===== src/hdl/sspp_pkg.sv =====
`default_nettype none
// ----------------------------------------------------------------------------
// sspp_pkg - servo status packet parser shared definitions
// Packet phases, queue entry layout and status codes used by the front end,
// the command queue and the result formatter.
// ----------------------------------------------------------------------------
package sspp_pkg;

    localparam int BYTE_W   = 8;
    localparam int STATUS_W = 3;

    // Reset value of the max_length register
    localparam logic [BYTE_W-1:0] MAX_LENGTH_RESET = 8'd16;

    // Error byte and checksum are counted in the length byte
    localparam logic [BYTE_W-1:0] LEN_OVERHEAD = 8'd2;

    typedef enum logic [2:0] {
        PH_IDLE   = 3'd0,
        PH_HEADER = 3'd1,
        PH_ID     = 3'd2,
        PH_LEN    = 3'd3,
        PH_ERR    = 3'd4,
        PH_PARAM  = 3'd5,
        PH_CHK    = 3'd6
    } phase_t;

    typedef enum logic [STATUS_W-1:0] {
        ST_OK        = 3'd0,
        ST_LEN_BIG   = 3'd1,
        ST_CHECKSUM  = 3'd2,
        ST_ID        = 3'd3,
        ST_SERVO_ERR = 3'd4
    } status_t;

    typedef enum logic [1:0] {
        OP_PARAM = 2'd0,
        OP_ABORT = 2'd1,
        OP_CHECK = 2'd2
    } op_t;

    localparam logic KIND_PARAM  = 1'b0;
    localparam logic KIND_STATUS = 1'b1;

    // One classified item handed from the front end to the formatter
    typedef struct packed {
        op_t              op;
        logic [BYTE_W-1:0] idx;        // parameter position
        logic [BYTE_W-1:0] value;      // parameter byte or received checksum
        logic [BYTE_W-1:0] calc_sum;   // inverted running sum
        logic [BYTE_W-1:0] resp_id;
        logic [BYTE_W-1:0] exp_id;
        logic [BYTE_W-1:0] servo_err;
    } cmd_t;

endpackage : sspp_pkg
`default_nettype wire


===== src/hdl/sspp_front.sv =====
`default_nettype none
// ----------------------------------------------------------------------------
// sspp_front - packet walker
// Accepts received bytes, tracks the packet phase, accumulates the checksum
// and pushes one classified entry per byte that yields a result.
// ----------------------------------------------------------------------------
module sspp_front
(
    input  wire                      clk,
    input  wire                      rst_n,
    input  wire                      acc,
    input  wire                      start_req,
    input  wire  [7:0]               rx_byte,
    input  wire  [7:0]               expected_id,
    input  wire  [7:0]               max_length,
    output logic                     push,
    output sspp_pkg::cmd_t           cmd
);
    import sspp_pkg::*;

    phase_t            phase_reg, phase_next;
    logic [BYTE_W-1:0] id_reg,   id_next;
    logic [BYTE_W-1:0] len_reg,  len_next;
    logic [BYTE_W-1:0] err_reg,  err_next;
    logic [BYTE_W-1:0] sum_reg,  sum_next;
    logic [BYTE_W-1:0] left_reg, left_next;
    logic [BYTE_W-1:0] idx_reg,  idx_next;
    logic [BYTE_W-1:0] sum_add;
    logic [BYTE_W-1:0] param_cnt;
    logic              len_big;

    assign sum_add   = sum_reg + rx_byte;
    assign param_cnt = (len_reg >= LEN_OVERHEAD) ? (len_reg - LEN_OVERHEAD) : '0;
    assign len_big   = (rx_byte > max_length);

    // Next state
    always_comb
    begin
        phase_next = phase_reg;
        id_next    = id_reg;
        len_next   = len_reg;
        err_next   = err_reg;
        sum_next   = sum_reg;
        left_next  = left_reg;
        idx_next   = idx_reg;
        if (acc)
        begin
            if (start_req)
            begin
                phase_next = PH_HEADER;
                id_next    = '0;
                len_next   = '0;
                err_next   = '0;
                sum_next   = '0;
                left_next  = '0;
                idx_next   = '0;
            end
            else
            begin
                unique case (phase_reg)
                    PH_HEADER: phase_next = PH_ID;
                    PH_ID:
                    begin
                        id_next    = rx_byte;
                        sum_next   = rx_byte;
                        phase_next = PH_LEN;
                    end
                    PH_LEN:
                    begin
                        len_next   = rx_byte;
                        sum_next   = sum_add;
                        phase_next = len_big ? PH_IDLE : PH_ERR;
                    end
                    PH_ERR:
                    begin
                        err_next   = rx_byte;
                        sum_next   = sum_add;
                        left_next  = param_cnt;
                        idx_next   = '0;
                        phase_next = (param_cnt != '0) ? PH_PARAM : PH_CHK;
                    end
                    PH_PARAM:
                    begin
                        sum_next   = sum_add;
                        left_next  = left_reg - 8'd1;
                        idx_next   = idx_reg + 8'd1;
                        if (left_reg == 8'd1)
                            phase_next = PH_CHK;
                    end
                    default: phase_next = PH_IDLE;
                endcase
            end
        end
    end

    // Outputs
    always_comb
    begin
        push          = 1'b0;
        cmd.op        = OP_PARAM;
        cmd.idx       = idx_reg;
        cmd.value     = rx_byte;
        cmd.calc_sum  = ~sum_reg;
        cmd.resp_id   = id_reg;
        cmd.exp_id    = expected_id;
        cmd.servo_err = err_reg;
        if (acc && !start_req)
        begin
            unique case (phase_reg)
                PH_LEN:
                begin
                    push   = len_big;
                    cmd.op = OP_ABORT;
                end
                PH_PARAM:
                begin
                    push   = 1'b1;
                    cmd.op = OP_PARAM;
                end
                PH_CHK:
                begin
                    push   = 1'b1;
                    cmd.op = OP_CHECK;
                end
                default: push = 1'b0;
            endcase
        end
    end

    always_ff @(posedge clk or negedge rst_n)
    begin
        if (!rst_n)
        begin
            phase_reg <= PH_IDLE;
            id_reg    <= '0;
            len_reg   <= '0;
            err_reg   <= '0;
            sum_reg   <= '0;
            left_reg  <= '0;
            idx_reg   <= '0;
        end
        else
        begin
            phase_reg <= phase_next;
            id_reg    <= id_next;
            len_reg   <= len_next;
            err_reg   <= err_next;
            sum_reg   <= sum_next;
            left_reg  <= left_next;
            idx_reg   <= idx_next;
        end
    end

endmodule : sspp_front
`default_nettype wire


===== src/hdl/sspp_queue.sv =====
`default_nettype none
// ----------------------------------------------------------------------------
// sspp_queue - command queue
// Small first-in first-out store between the packet walker and the result
// formatter so that each side can stall on its own.
// ----------------------------------------------------------------------------
module sspp_queue
#(
    parameter int DEPTH = 4
)
(
    input  wire                      clk,
    input  wire                      rst_n,
    input  wire                      push,
    input  sspp_pkg::cmd_t           push_data,
    output logic                     full,
    input  wire                      pop,
    output logic                     not_empty,
    output sspp_pkg::cmd_t           pop_data
);
    import sspp_pkg::*;

    localparam int AW = $clog2(DEPTH);
    localparam int CW = $clog2(DEPTH + 1);
    localparam logic [AW-1:0] LAST_PTR = AW'(DEPTH - 1);
    localparam logic [CW-1:0] FULL_CNT = CW'(DEPTH);

    cmd_t          mem [DEPTH];
    logic [AW-1:0] wr_ptr_reg, wr_ptr_next;
    logic [AW-1:0] rd_ptr_reg, rd_ptr_next;
    logic [CW-1:0] cnt_reg,    cnt_next;
    logic          do_push, do_pop;

    assign full      = (cnt_reg == FULL_CNT);
    assign not_empty = (cnt_reg != '0);
    assign do_push   = push && !full;
    assign do_pop    = pop && not_empty;
    assign pop_data  = mem[rd_ptr_reg];

    always_comb
    begin
        wr_ptr_next = wr_ptr_reg;
        rd_ptr_next = rd_ptr_reg;
        cnt_next    = cnt_reg;
        if (do_push)
            wr_ptr_next = (wr_ptr_reg == LAST_PTR) ? '0 : wr_ptr_reg + AW'(1);
        if (do_pop)
            rd_ptr_next = (rd_ptr_reg == LAST_PTR) ? '0 : rd_ptr_reg + AW'(1);
        if (do_push && !do_pop)
            cnt_next = cnt_reg + CW'(1);
        else if (do_pop && !do_push)
            cnt_next = cnt_reg - CW'(1);
    end

    always_ff @(posedge clk)
    begin
        if (do_push)
            mem[wr_ptr_reg] <= push_data;
    end

    always_ff @(posedge clk or negedge rst_n)
    begin
        if (!rst_n)
        begin
            wr_ptr_reg <= '0;
            rd_ptr_reg <= '0;
            cnt_reg    <= '0;
        end
        else
        begin
            wr_ptr_reg <= wr_ptr_next;
            rd_ptr_reg <= rd_ptr_next;
            cnt_reg    <= cnt_next;
        end
    end

endmodule : sspp_queue
`default_nettype wire


===== src/hdl/sspp_back.sv =====
`default_nettype none
// ----------------------------------------------------------------------------
// sspp_back - result formatter
// Takes queued entries, settles the final status by check priority and holds
// the result in an output register until the sink takes it.
// ----------------------------------------------------------------------------
module sspp_back
(
    input  wire                      clk,
    input  wire                      rst_n,
    input  wire                      q_valid,
    input  sspp_pkg::cmd_t           q_data,
    output logic                     q_pop,
    output logic                     m_tvalid,
    input  wire                      m_tready,
    output logic [39:0]              m_tdata,
    output logic [0:0]               m_tuser,
    output logic                     m_tlast
);
    import sspp_pkg::*;

    logic                valid_reg;
    logic                kind_reg,   kind_next;
    logic [BYTE_W-1:0]   idx_reg,    idx_next;
    logic [BYTE_W-1:0]   val_reg,    val_next;
    status_t             status_reg, status_next;
    logic [BYTE_W-1:0]   err_reg,    err_next;
    logic [BYTE_W-1:0]   id_reg,     id_next;

    assign q_pop = q_valid && (!valid_reg || m_tready);

    always_comb
    begin
        kind_next   = KIND_PARAM;
        idx_next    = q_data.idx;
        val_next    = q_data.value;
        status_next = ST_OK;
        err_next    = q_data.servo_err;
        id_next     = q_data.resp_id;
        unique case (q_data.op)
            OP_PARAM: kind_next = KIND_PARAM;
            OP_ABORT:
            begin
                kind_next   = KIND_STATUS;
                idx_next    = '0;
                val_next    = '0;
                err_next    = '0;
                status_next = ST_LEN_BIG;
            end
            OP_CHECK:
            begin
                kind_next = KIND_STATUS;
                idx_next  = '0;
                val_next  = '0;
                priority if (q_data.calc_sum != q_data.value)
                    status_next = ST_CHECKSUM;
                else if (q_data.resp_id != q_data.exp_id)
                    status_next = ST_ID;
                else if (q_data.servo_err != '0)
                    status_next = ST_SERVO_ERR;
                else
                    status_next = ST_OK;
            end
            default: kind_next = KIND_PARAM;
        endcase
    end

    always_ff @(posedge clk or negedge rst_n)
    begin
        if (!rst_n)
            valid_reg <= 1'b0;
        else if (q_pop)
            valid_reg <= 1'b1;
        else if (m_tready)
            valid_reg <= 1'b0;
    end

    // Payload holds while the sink stalls
    always_ff @(posedge clk)
    begin
        if (q_pop)
        begin
            kind_reg   <= kind_next;
            idx_reg    <= idx_next;
            val_reg    <= val_next;
            status_reg <= status_next;
            err_reg    <= err_next;
            id_reg     <= id_next;
        end
    end

    assign m_tvalid = valid_reg;
    assign m_tuser  = kind_reg;
    assign m_tlast  = kind_reg;
    assign m_tdata  = {5'd0, id_reg, err_reg, status_reg, val_reg, idx_reg};

endmodule : sspp_back
`default_nettype wire


===== src/hdl/servo_status_packet_parser.sv =====
`default_nettype none
// ----------------------------------------------------------------------------
// servo_status_packet_parser - servo status packet parser top level
// Walks received status packet bytes, emits parameter bytes and a final
// status with length, checksum, id and servo error checks.
//
//  Port group  Dir   Payload
//  s_*         in    tdata: rx_byte, expected_id; tuser: start_req
//  m_*         out   tdata: param_index, param_value, status, servo_error,
//                    response_id; tuser: kind; tlast: last
//  p*          APB   register 0 at address 0: max_length (reset 16)
//
//  One byte is taken per cycle while the command queue is not full; a result
//  reaches m_* by way of the command queue and then the output register.
//  The walker stalls only when the command queue is full; the queue depth
//  sets how many results may back up behind a stalled sink.
//  Reset returns the walker to idle and empties the queue.
// ----------------------------------------------------------------------------
module servo_status_packet_parser
#(
    parameter int FIFO_DEPTH = 4
)
(
    input  wire          clk,
    input  wire          rst_n,
    input  wire          s_tvalid,
    output logic         s_tready,
    input  wire  [15:0]  s_tdata,   // [7:0] rx_byte, [15:8] expected_id
    input  wire  [0:0]   s_tuser,   // [0] start_req
    output logic         m_tvalid,
    input  wire          m_tready,
    output logic [39:0]  m_tdata,   // [7:0] param_index, [15:8] param_value,
                                    // [18:16] status, [26:19] servo_error,
                                    // [34:27] response_id, [39:35] zero
    output logic [0:0]   m_tuser,   // [0] kind
    output logic         m_tlast,
    input  wire          psel,
    input  wire          penable,
    input  wire          pwrite,
    input  wire  [2:0]   paddr,
    input  wire  [31:0]  pwdata,
    output logic [31:0]  prdata,
    output logic         pready
);
    import sspp_pkg::*;

    logic              acc;
    logic              push;
    cmd_t              push_cmd;
    logic              q_full;
    logic              q_pop;
    logic              q_valid;
    cmd_t              q_cmd;
    logic [BYTE_W-1:0] max_len_reg;
    logic              cfg_wr;

    assign pready   = 1'b1;
    assign cfg_wr   = psel && penable && pwrite && pready && (paddr[2] == 1'b0);
    assign prdata   = (paddr[2] == 1'b0) ? {24'd0, max_len_reg} : '0;

    always_ff @(posedge clk or negedge rst_n)
    begin
        if (!rst_n)
            max_len_reg <= MAX_LENGTH_RESET;
        else if (cfg_wr)
            max_len_reg <= pwdata[7:0];
    end

    assign s_tready = !q_full;
    assign acc      = s_tvalid && s_tready;

    sspp_front u_front
    (
        .clk         (clk),
        .rst_n       (rst_n),
        .acc         (acc),
        .start_req   (s_tuser[0]),
        .rx_byte     (s_tdata[7:0]),
        .expected_id (s_tdata[15:8]),
        .max_length  (max_len_reg),
        .push        (push),
        .cmd         (push_cmd)
    );

    sspp_queue #(.DEPTH(FIFO_DEPTH)) u_queue
    (
        .clk       (clk),
        .rst_n     (rst_n),
        .push      (push),
        .push_data (push_cmd),
        .full      (q_full),
        .pop       (q_pop),
        .not_empty (q_valid),
        .pop_data  (q_cmd)
    );

    sspp_back u_back
    (
        .clk      (clk),
        .rst_n    (rst_n),
        .q_valid  (q_valid),
        .q_data   (q_cmd),
        .q_pop    (q_pop),
        .m_tvalid (m_tvalid),
        .m_tready (m_tready),
        .m_tdata  (m_tdata),
        .m_tuser  (m_tuser),
        .m_tlast  (m_tlast)
    );

endmodule : servo_status_packet_parser
`default_nettype wire


===== config.mk =====
export PLATFORM = sky130hd
export DESIGN_NAME = servo_status_packet_parser
export DESIGN_NICKNAME = d
export VERILOG_FILES = /design/src/hdl/sspp_pkg.sv /design/src/hdl/sspp_front.sv /design/src/hdl/sspp_queue.sv /design/src/hdl/sspp_back.sv /design/src/hdl/servo_status_packet_parser.sv
export SDC_FILE = /design/constraint.sdc
export NUM_CORES = 1
export LEC_CHECK = 0
export BUFFER_PORTS_ARGS = -buffer_cell sky130_fd_sc_hd__clkbuf_2
export CORE_ASPECT_RATIO = 1.1
export CORE_UTILIZATION = 45
export DETAILED_ROUTE_END_ITERATION = 8
export SLEW_MARGIN = 20
export SYNTH_ARGS = -nofsm -noshare
export SYNTH_HDL_FRONTEND = slang
export SYNTH_HIERARCHICAL = 1
export SYNTH_SLANG_ARGS = --single-unit

===== constraint.sdc =====
create_clock -name clk -period 6.04 [get_ports clk]
set_input_delay 0.604 -clock clk [delete_from_list [all_inputs] [get_ports clk]]
set_output_delay 0.604 -clock clk [all_outputs]
set_load 0.005 [all_outputs]

After elaboration in Yosys (flattened, before gate mapping)
Memories as Yosys holds them, arrays and structs flattened.
Cells that the tools add are included.
- $add $sub $neg: 8
- order comparisons: 2
- equal/unequal tests: 15
- multiplexer cells: 36
- bitwise operators: 2
- reductions and logical operators: 35
- operator list (operator ; count):
    8-bit 2-to-1 mux ; 11
    8-bit case mux with 2 select lines ; 3
    3-bit 2-to-1 mux ; 8
    8-bit != test ; 2
    8-bit nonzero test ; 2
    3-bit case mux with 5 select lines ; 1
    3-bit == test (second input constant) ; 4
    2-bit AND reduction ; 6
    1-bit logical AND ; 10
    2-bit nonzero test ; 5
    3-bit nonzero test ; 3
    8-bit by 1-bit adder with 8-bit output (second input constant) ; 1
    8-bit adder ; 1
    8-bit by 1-bit == test with 1-bit output (second input constant) ; 1
    8-bit by 2-bit greater-or-equal comparator with 1-bit output (second input constant) ; 1
    8-bit > comparator ; 1
    2-bit 2-to-1 mux ; 4
    8-bit NOT ; 1
    8-bit by 1-bit subtractor with 8-bit output (second input constant) ; 1
    8-bit by 2-bit subtractor with 8-bit output (second input constant) ; 1
    2-bit == test (second input constant) ; 3
    3-bit by 2-bit == test with 1-bit output (second input constant) ; 2
    1-bit 2-to-1 mux ; 6
    3-bit case mux with 2 select lines ; 1
    13 further kinds ; 19
- flip-flop bits (word level): 103
- bits in writable memories: 200
- bits of input ports: 59
- memories kept: 1
- memory list (memory ; depth ; width ; rd ports ; clocked after memory_dff ; write ports ; line ; RTL):
    u_queue.mem ; 4 ; 50 ; 1 ; 0 ; 1 ; sspp_queue.sv:28 ; cmd_t mem [DEPTH];

Longest topological paths before layout
- word-level depth: 10
- depth in mapped cells: 16

Hierarchy
Netlist, hierarchy kept.
- modules (own cells, without submodules) (module ; times used ; cells an instance ; area an instance (µm²) ; sequential area each (µm²)):
    sspp_queue ; 1 ; 299 ; 7734.9 ; 6180.9
    sspp_front ; 1 ; 378 ; 3243.1 ; 1276.2
    sspp_back ; 1 ; 107 ; 1632.8 ; 1106.1
    servo_status_packet_parser ; 1 ; 54 ; 590.6 ; 201.4

Least setup slack after synthesis
No wires, ideal clock.
- path kind: input to register
- from: input port s_tvalid
- to: memory u_queue/mem[0][0] (netlist bit) (enable)
- library setup time: 0.413 ns
- arrival time: 3.128 ns
- setup slack: 2.499 ns
- stages on the path: 9
- path through: nor2b_1 nor2b_1 and2_1 buf_2 nand2_1 o211ai_1 nor2b_1 buf_6 and2_1
- word-level cells in the longest chain between the ends: 6
- ends and longest elaborated chain (element ; line ; RTL):
    start, declared ; servo_status_packet_parser.sv:26 ; input wire s_tvalid,
    1-bit logical AND ; servo_status_packet_parser.sv:70 ; assign acc = s_tvalid && s_tready;
    1-bit logical AND ; sspp_front.sv:107 ; if (acc && !start_req)
    1-bit 2-to-1 mux ; sspp_front.sv:107 ;
    via push ; servo_status_packet_parser.sv:48 ; logic push;
    1-bit logical AND ; sspp_queue.sv:36 ; assign do_push = push && !full;
    via u_queue.do_push ; sspp_queue.sv:32 ; logic do_push, do_pop;
    1-bit 2-to-1 mux ; sspp_queue.sv:57 ; if (do_push)
    1-bit 2-to-1 mux (not written as such) ; sspp_queue.sv:58 ; mem[wr_ptr_reg] <= push_data;
    end, declared ; sspp_queue.sv:28 ;
The timed path passes the listed nets, and every way through them passes these cells.

Worst setup path in the final report
- from: register u_queue.cnt_reg[2]
- to: memory u_queue/mem[3][33] (netlist bit) (enable)
- word-level cells in the longest chain between the ends: 8
- ends and longest elaborated chain (element ; line ; RTL):
    start, declared ; sspp_queue.sv:31 ; logic [CW-1:0] cnt_reg, cnt_next;
    start signal, assigned ; sspp_queue.sv:73 ; cnt_reg <= cnt_next;
    3-bit == test ; sspp_queue.sv:34 ; assign full = (cnt_reg == FULL_CNT);
    via q_full ; servo_status_packet_parser.sv:50 ; logic q_full;
    1-bit logical NOT ; servo_status_packet_parser.sv:69 ; assign s_tready = !q_full;
    1-bit logical AND ; servo_status_packet_parser.sv:70 ;
    via acc ; servo_status_packet_parser.sv:47 ; logic acc;
    1-bit logical AND ; sspp_front.sv:107 ;
    1-bit 2-to-1 mux ; sspp_front.sv:107 ;
    via push ; servo_status_packet_parser.sv:48 ;
    1-bit logical AND ; sspp_queue.sv:36 ;
    1-bit 2-to-1 mux ; sspp_queue.sv:57 ;
    1-bit 2-to-1 mux (not written as such) ; sspp_queue.sv:58 ;
The timed path passes the listed nets, and every way through them passes these cells.

==> out/metrics.cfg <==
[status]
outcome = complete, but fails checks
failed_checks = design-rule violations

[floorplan]
die_area_um2 = 30000
die-height_um = 182
core_area_um2 = 28800
start_util = 0.459
io_pins = 136
rows = 65
die_w_um = 165

[power]
switchingPower_mw = 2.02
power_frac_seq = 0.451
combPwrFrac = 0.268
internal_power_mw = 4.73
leakagePower_nw = 5.48
power_per_cell_area_nw_per_um2 = 460
ir_worst_vdd_mv = 0.189
p_sw_frac = 0.299
clkPwrFrac = 0.281

[hold_path]
hold_class = input port to asynchronous set/reset pin

[setup_path]
cp_max_fo = 50
worstSetupStartpointType = flip-flop
crit_type = flip-flop to flip-flop
arrival_ns = 4.01
critPathRequiredTime_ns = 6.22
worst_setup_path_end_kind = flip-flop

[synthesis]
async_flop_share = 0.221
synth_area_per_cell_um2 = 15.8
synth_top_area_share = 0.537
synth_edf_count = 236
synth_warnings = 6
synthFlopType = edfxtp_1
synth.most_common_cell = edfxtp_1
synth_area_leader_cell = edfxtp_1
syn_inst = 838
synthTopCellsByArea = edfxtp_1 54%, dfrtp_1 13%, mux4_2 8.2%
synth_cell_types = 62
netlist_area_um2 = 13200
ys_seq_elements = 303
ys_seq_area_frac = 0.664
yosys-top-cells-count = 236 x edfxtp_1, 66 x dfrtp_1, 48 x mux4_2, 47 x buf_4, 46 x nand2_1

[layout]
largest_reg_flops = 200
fillerInstances = 2450
diodes = 0
multi_input_area_um2 = 3820
area_growth_pct = 11.2
drive_gt1_frac = 0.244
top_register = u_queue/mem
fin_nets = 995
seqCellArea_um2 = 8770

[sta]
tns_ns = 0
setup_violations = 0
fin_skew_ns = 0.0140
min_period_ns = 3.83
fmax_mhz = 261
drv_slew = 0
finalCritPeriodShare = 0.634
rsz0062_at_grt = false
tightest_slew_ns = 0.989
relSlewSlack = 0.337
finalWorstSetupSlack_ns = 2.21
hold_violations = 0

[routing]
drc_errors = 9
vias = 6768
wire_per_inst_um = 18.3
ant_nets = 0
drt-initial-drc-count = 449
firstDrtPassIters = 7
vias_per_cell = 5.21
wirelength_um = 23800

[clocking]
clock-root-buffer = clkbuf_16
cts_tree = yes
clk_latency_ns = 0.55
clkSinkCount = 303
cts.htree.levels = 1
cts_resized = 0
postCtsHoldBufs = 0
post_cts_buffers = 0
clkTransAtPathRegs_ns = 0.06
numCtsBuffers = 31
clockBufferDepth = 3

[run]
drv_cap = 0

[placed_design]
hpwlAfterDp_um = 14900
dp_slack_ns = 2.02
gp_congestion = 0.801
portBuffers = 79

[global_route]
grt_max_degree = 68
grt_overflow = 0
grt_pass1_wl_um = 37900
grtUsageTotal = 0.165
antenna_found_initial = 0
grt_pass1_vias = 6776

-- kinds of logic after synthesis --
group / synth area share
flops: 0.664
simple gates: 0.0783
buf+inv: 0.0554
compound gates: 0.0545
mux: 0.0999
fa+ha+maj: 0.0286
xor+xnor: 0.0186
other cells: 0.000853
-- power by group through the flow --
stage	combinational (mW)	sequential (mW)	clock (mW)
3_3_place_gp	1.81	3.09	0
3_5_place_dp	1.84	3.10	0
4_1_cts	1.84	3.06	1.96
5_1_grt	2.02	3.11	2.03
6_report	1.81	3.04	1.90
2_1_floorplan	1.55	2.92	0
-- area by class of cell --
cell class	instances	area share
inverters	40	0.0102
well taps	368	0.0314
flip-flops and latches	303	0.598
multi-input cells	446	0.260
clock inverters	14	0.0104
clock buffers	44	0.0603
repair buffers	85	0.0300
-- metrics by stage --
| stage | cell area [um2] | instances | utilization | hold WS (ns) | total power, mW |
|---|---|---|---|---|---|
| 6_report | 14700 | 1300 | 0.510 | 0.269 | 6.75 |
| 5_1_grt | 14700 | 1300 | 0.510 | 0.245 | 7.16 |
| 3_3_place_gp | 13600 | 1242 | 0.474 | 0.469 | 4.91 |
| 4_1_cts | 14700 | 1300 | 0.510 | 0.245 | 6.86 |
| 2_1_floorplan | 13300 | 865 | - | 0.308 | 4.47 |
| 3_5_place_dp | 13600 | 1242 | 0.474 | 0.474 | 4.94 |
-- per-layer routing --
layer	part of all wire	vias up	GRT usage
met5	0	-	0
met4	0.018	0	0.0407
met3	0.045	35	0.0238
met2	0.49	145	0.271
met1	0.45	3380	0.231
li1	-	3208	-
-- worst max-delay path, cell delays in order, from the launching register on --
cell and delay, ns:
dfrtp_1 0.40, nor3b_2 0.18, nor2b_1 0.11, buf_4 0.21, nor2b_1 0.28, and2_1 0.32
nand2_1 0.30, o211ai_1 0.25, nor2b_1 0.52, and2_2 0.23, buf_4 0.59
-- placed cells by master (no fill, tap or decap), types with 6 or more instances in the layout --
master	n
clkbuf_8	6
nor2b_1	16
conb_1	30
and2_1	17
xnor2_1	13
a21oi_1	18
a21o_1	7
o21ai_0	39
xor2_1	15
and2b_2	8
nand2b_1	14
buf_4	6
clkbuf_2	78
edfxtp_1	236
o22ai_1	9
clkbuf_1	7
nor2_1	21
ha_1	27
clkbuf_16	31
nor3_1	16
mux2_2	12
dfrtp_1	64
nand4_1	6
inv_1	40
clkinv_2	6
nand2_1	46
mux4_2	48
o21ai_1	10
a22o_1	10
-- worst paths after layout --
path | slack, ns | startpoint | endpoint | cells past startpoint
max | 2.21 | u_queue/cnt_reg[2] | u_queue/mem[3][33] | 10
min | 0.27 | rst_n | u_front/err_reg[5] | 2
max reg2reg | 2.21 | u_queue/cnt_reg[2] | u_queue/mem[3][33] | 10
min reg2reg | 0.48 | u_front/len_reg[0] | u_front/len_reg[0] | 2
max in group asynchronous | 5.11 | rst_n | u_queue/rd_ptr_reg[0] | 2
min in group clk | 0.27 | s_tdata[8] | u_queue/mem[0][8] | 1
Power figures use the tool's default switching activity.
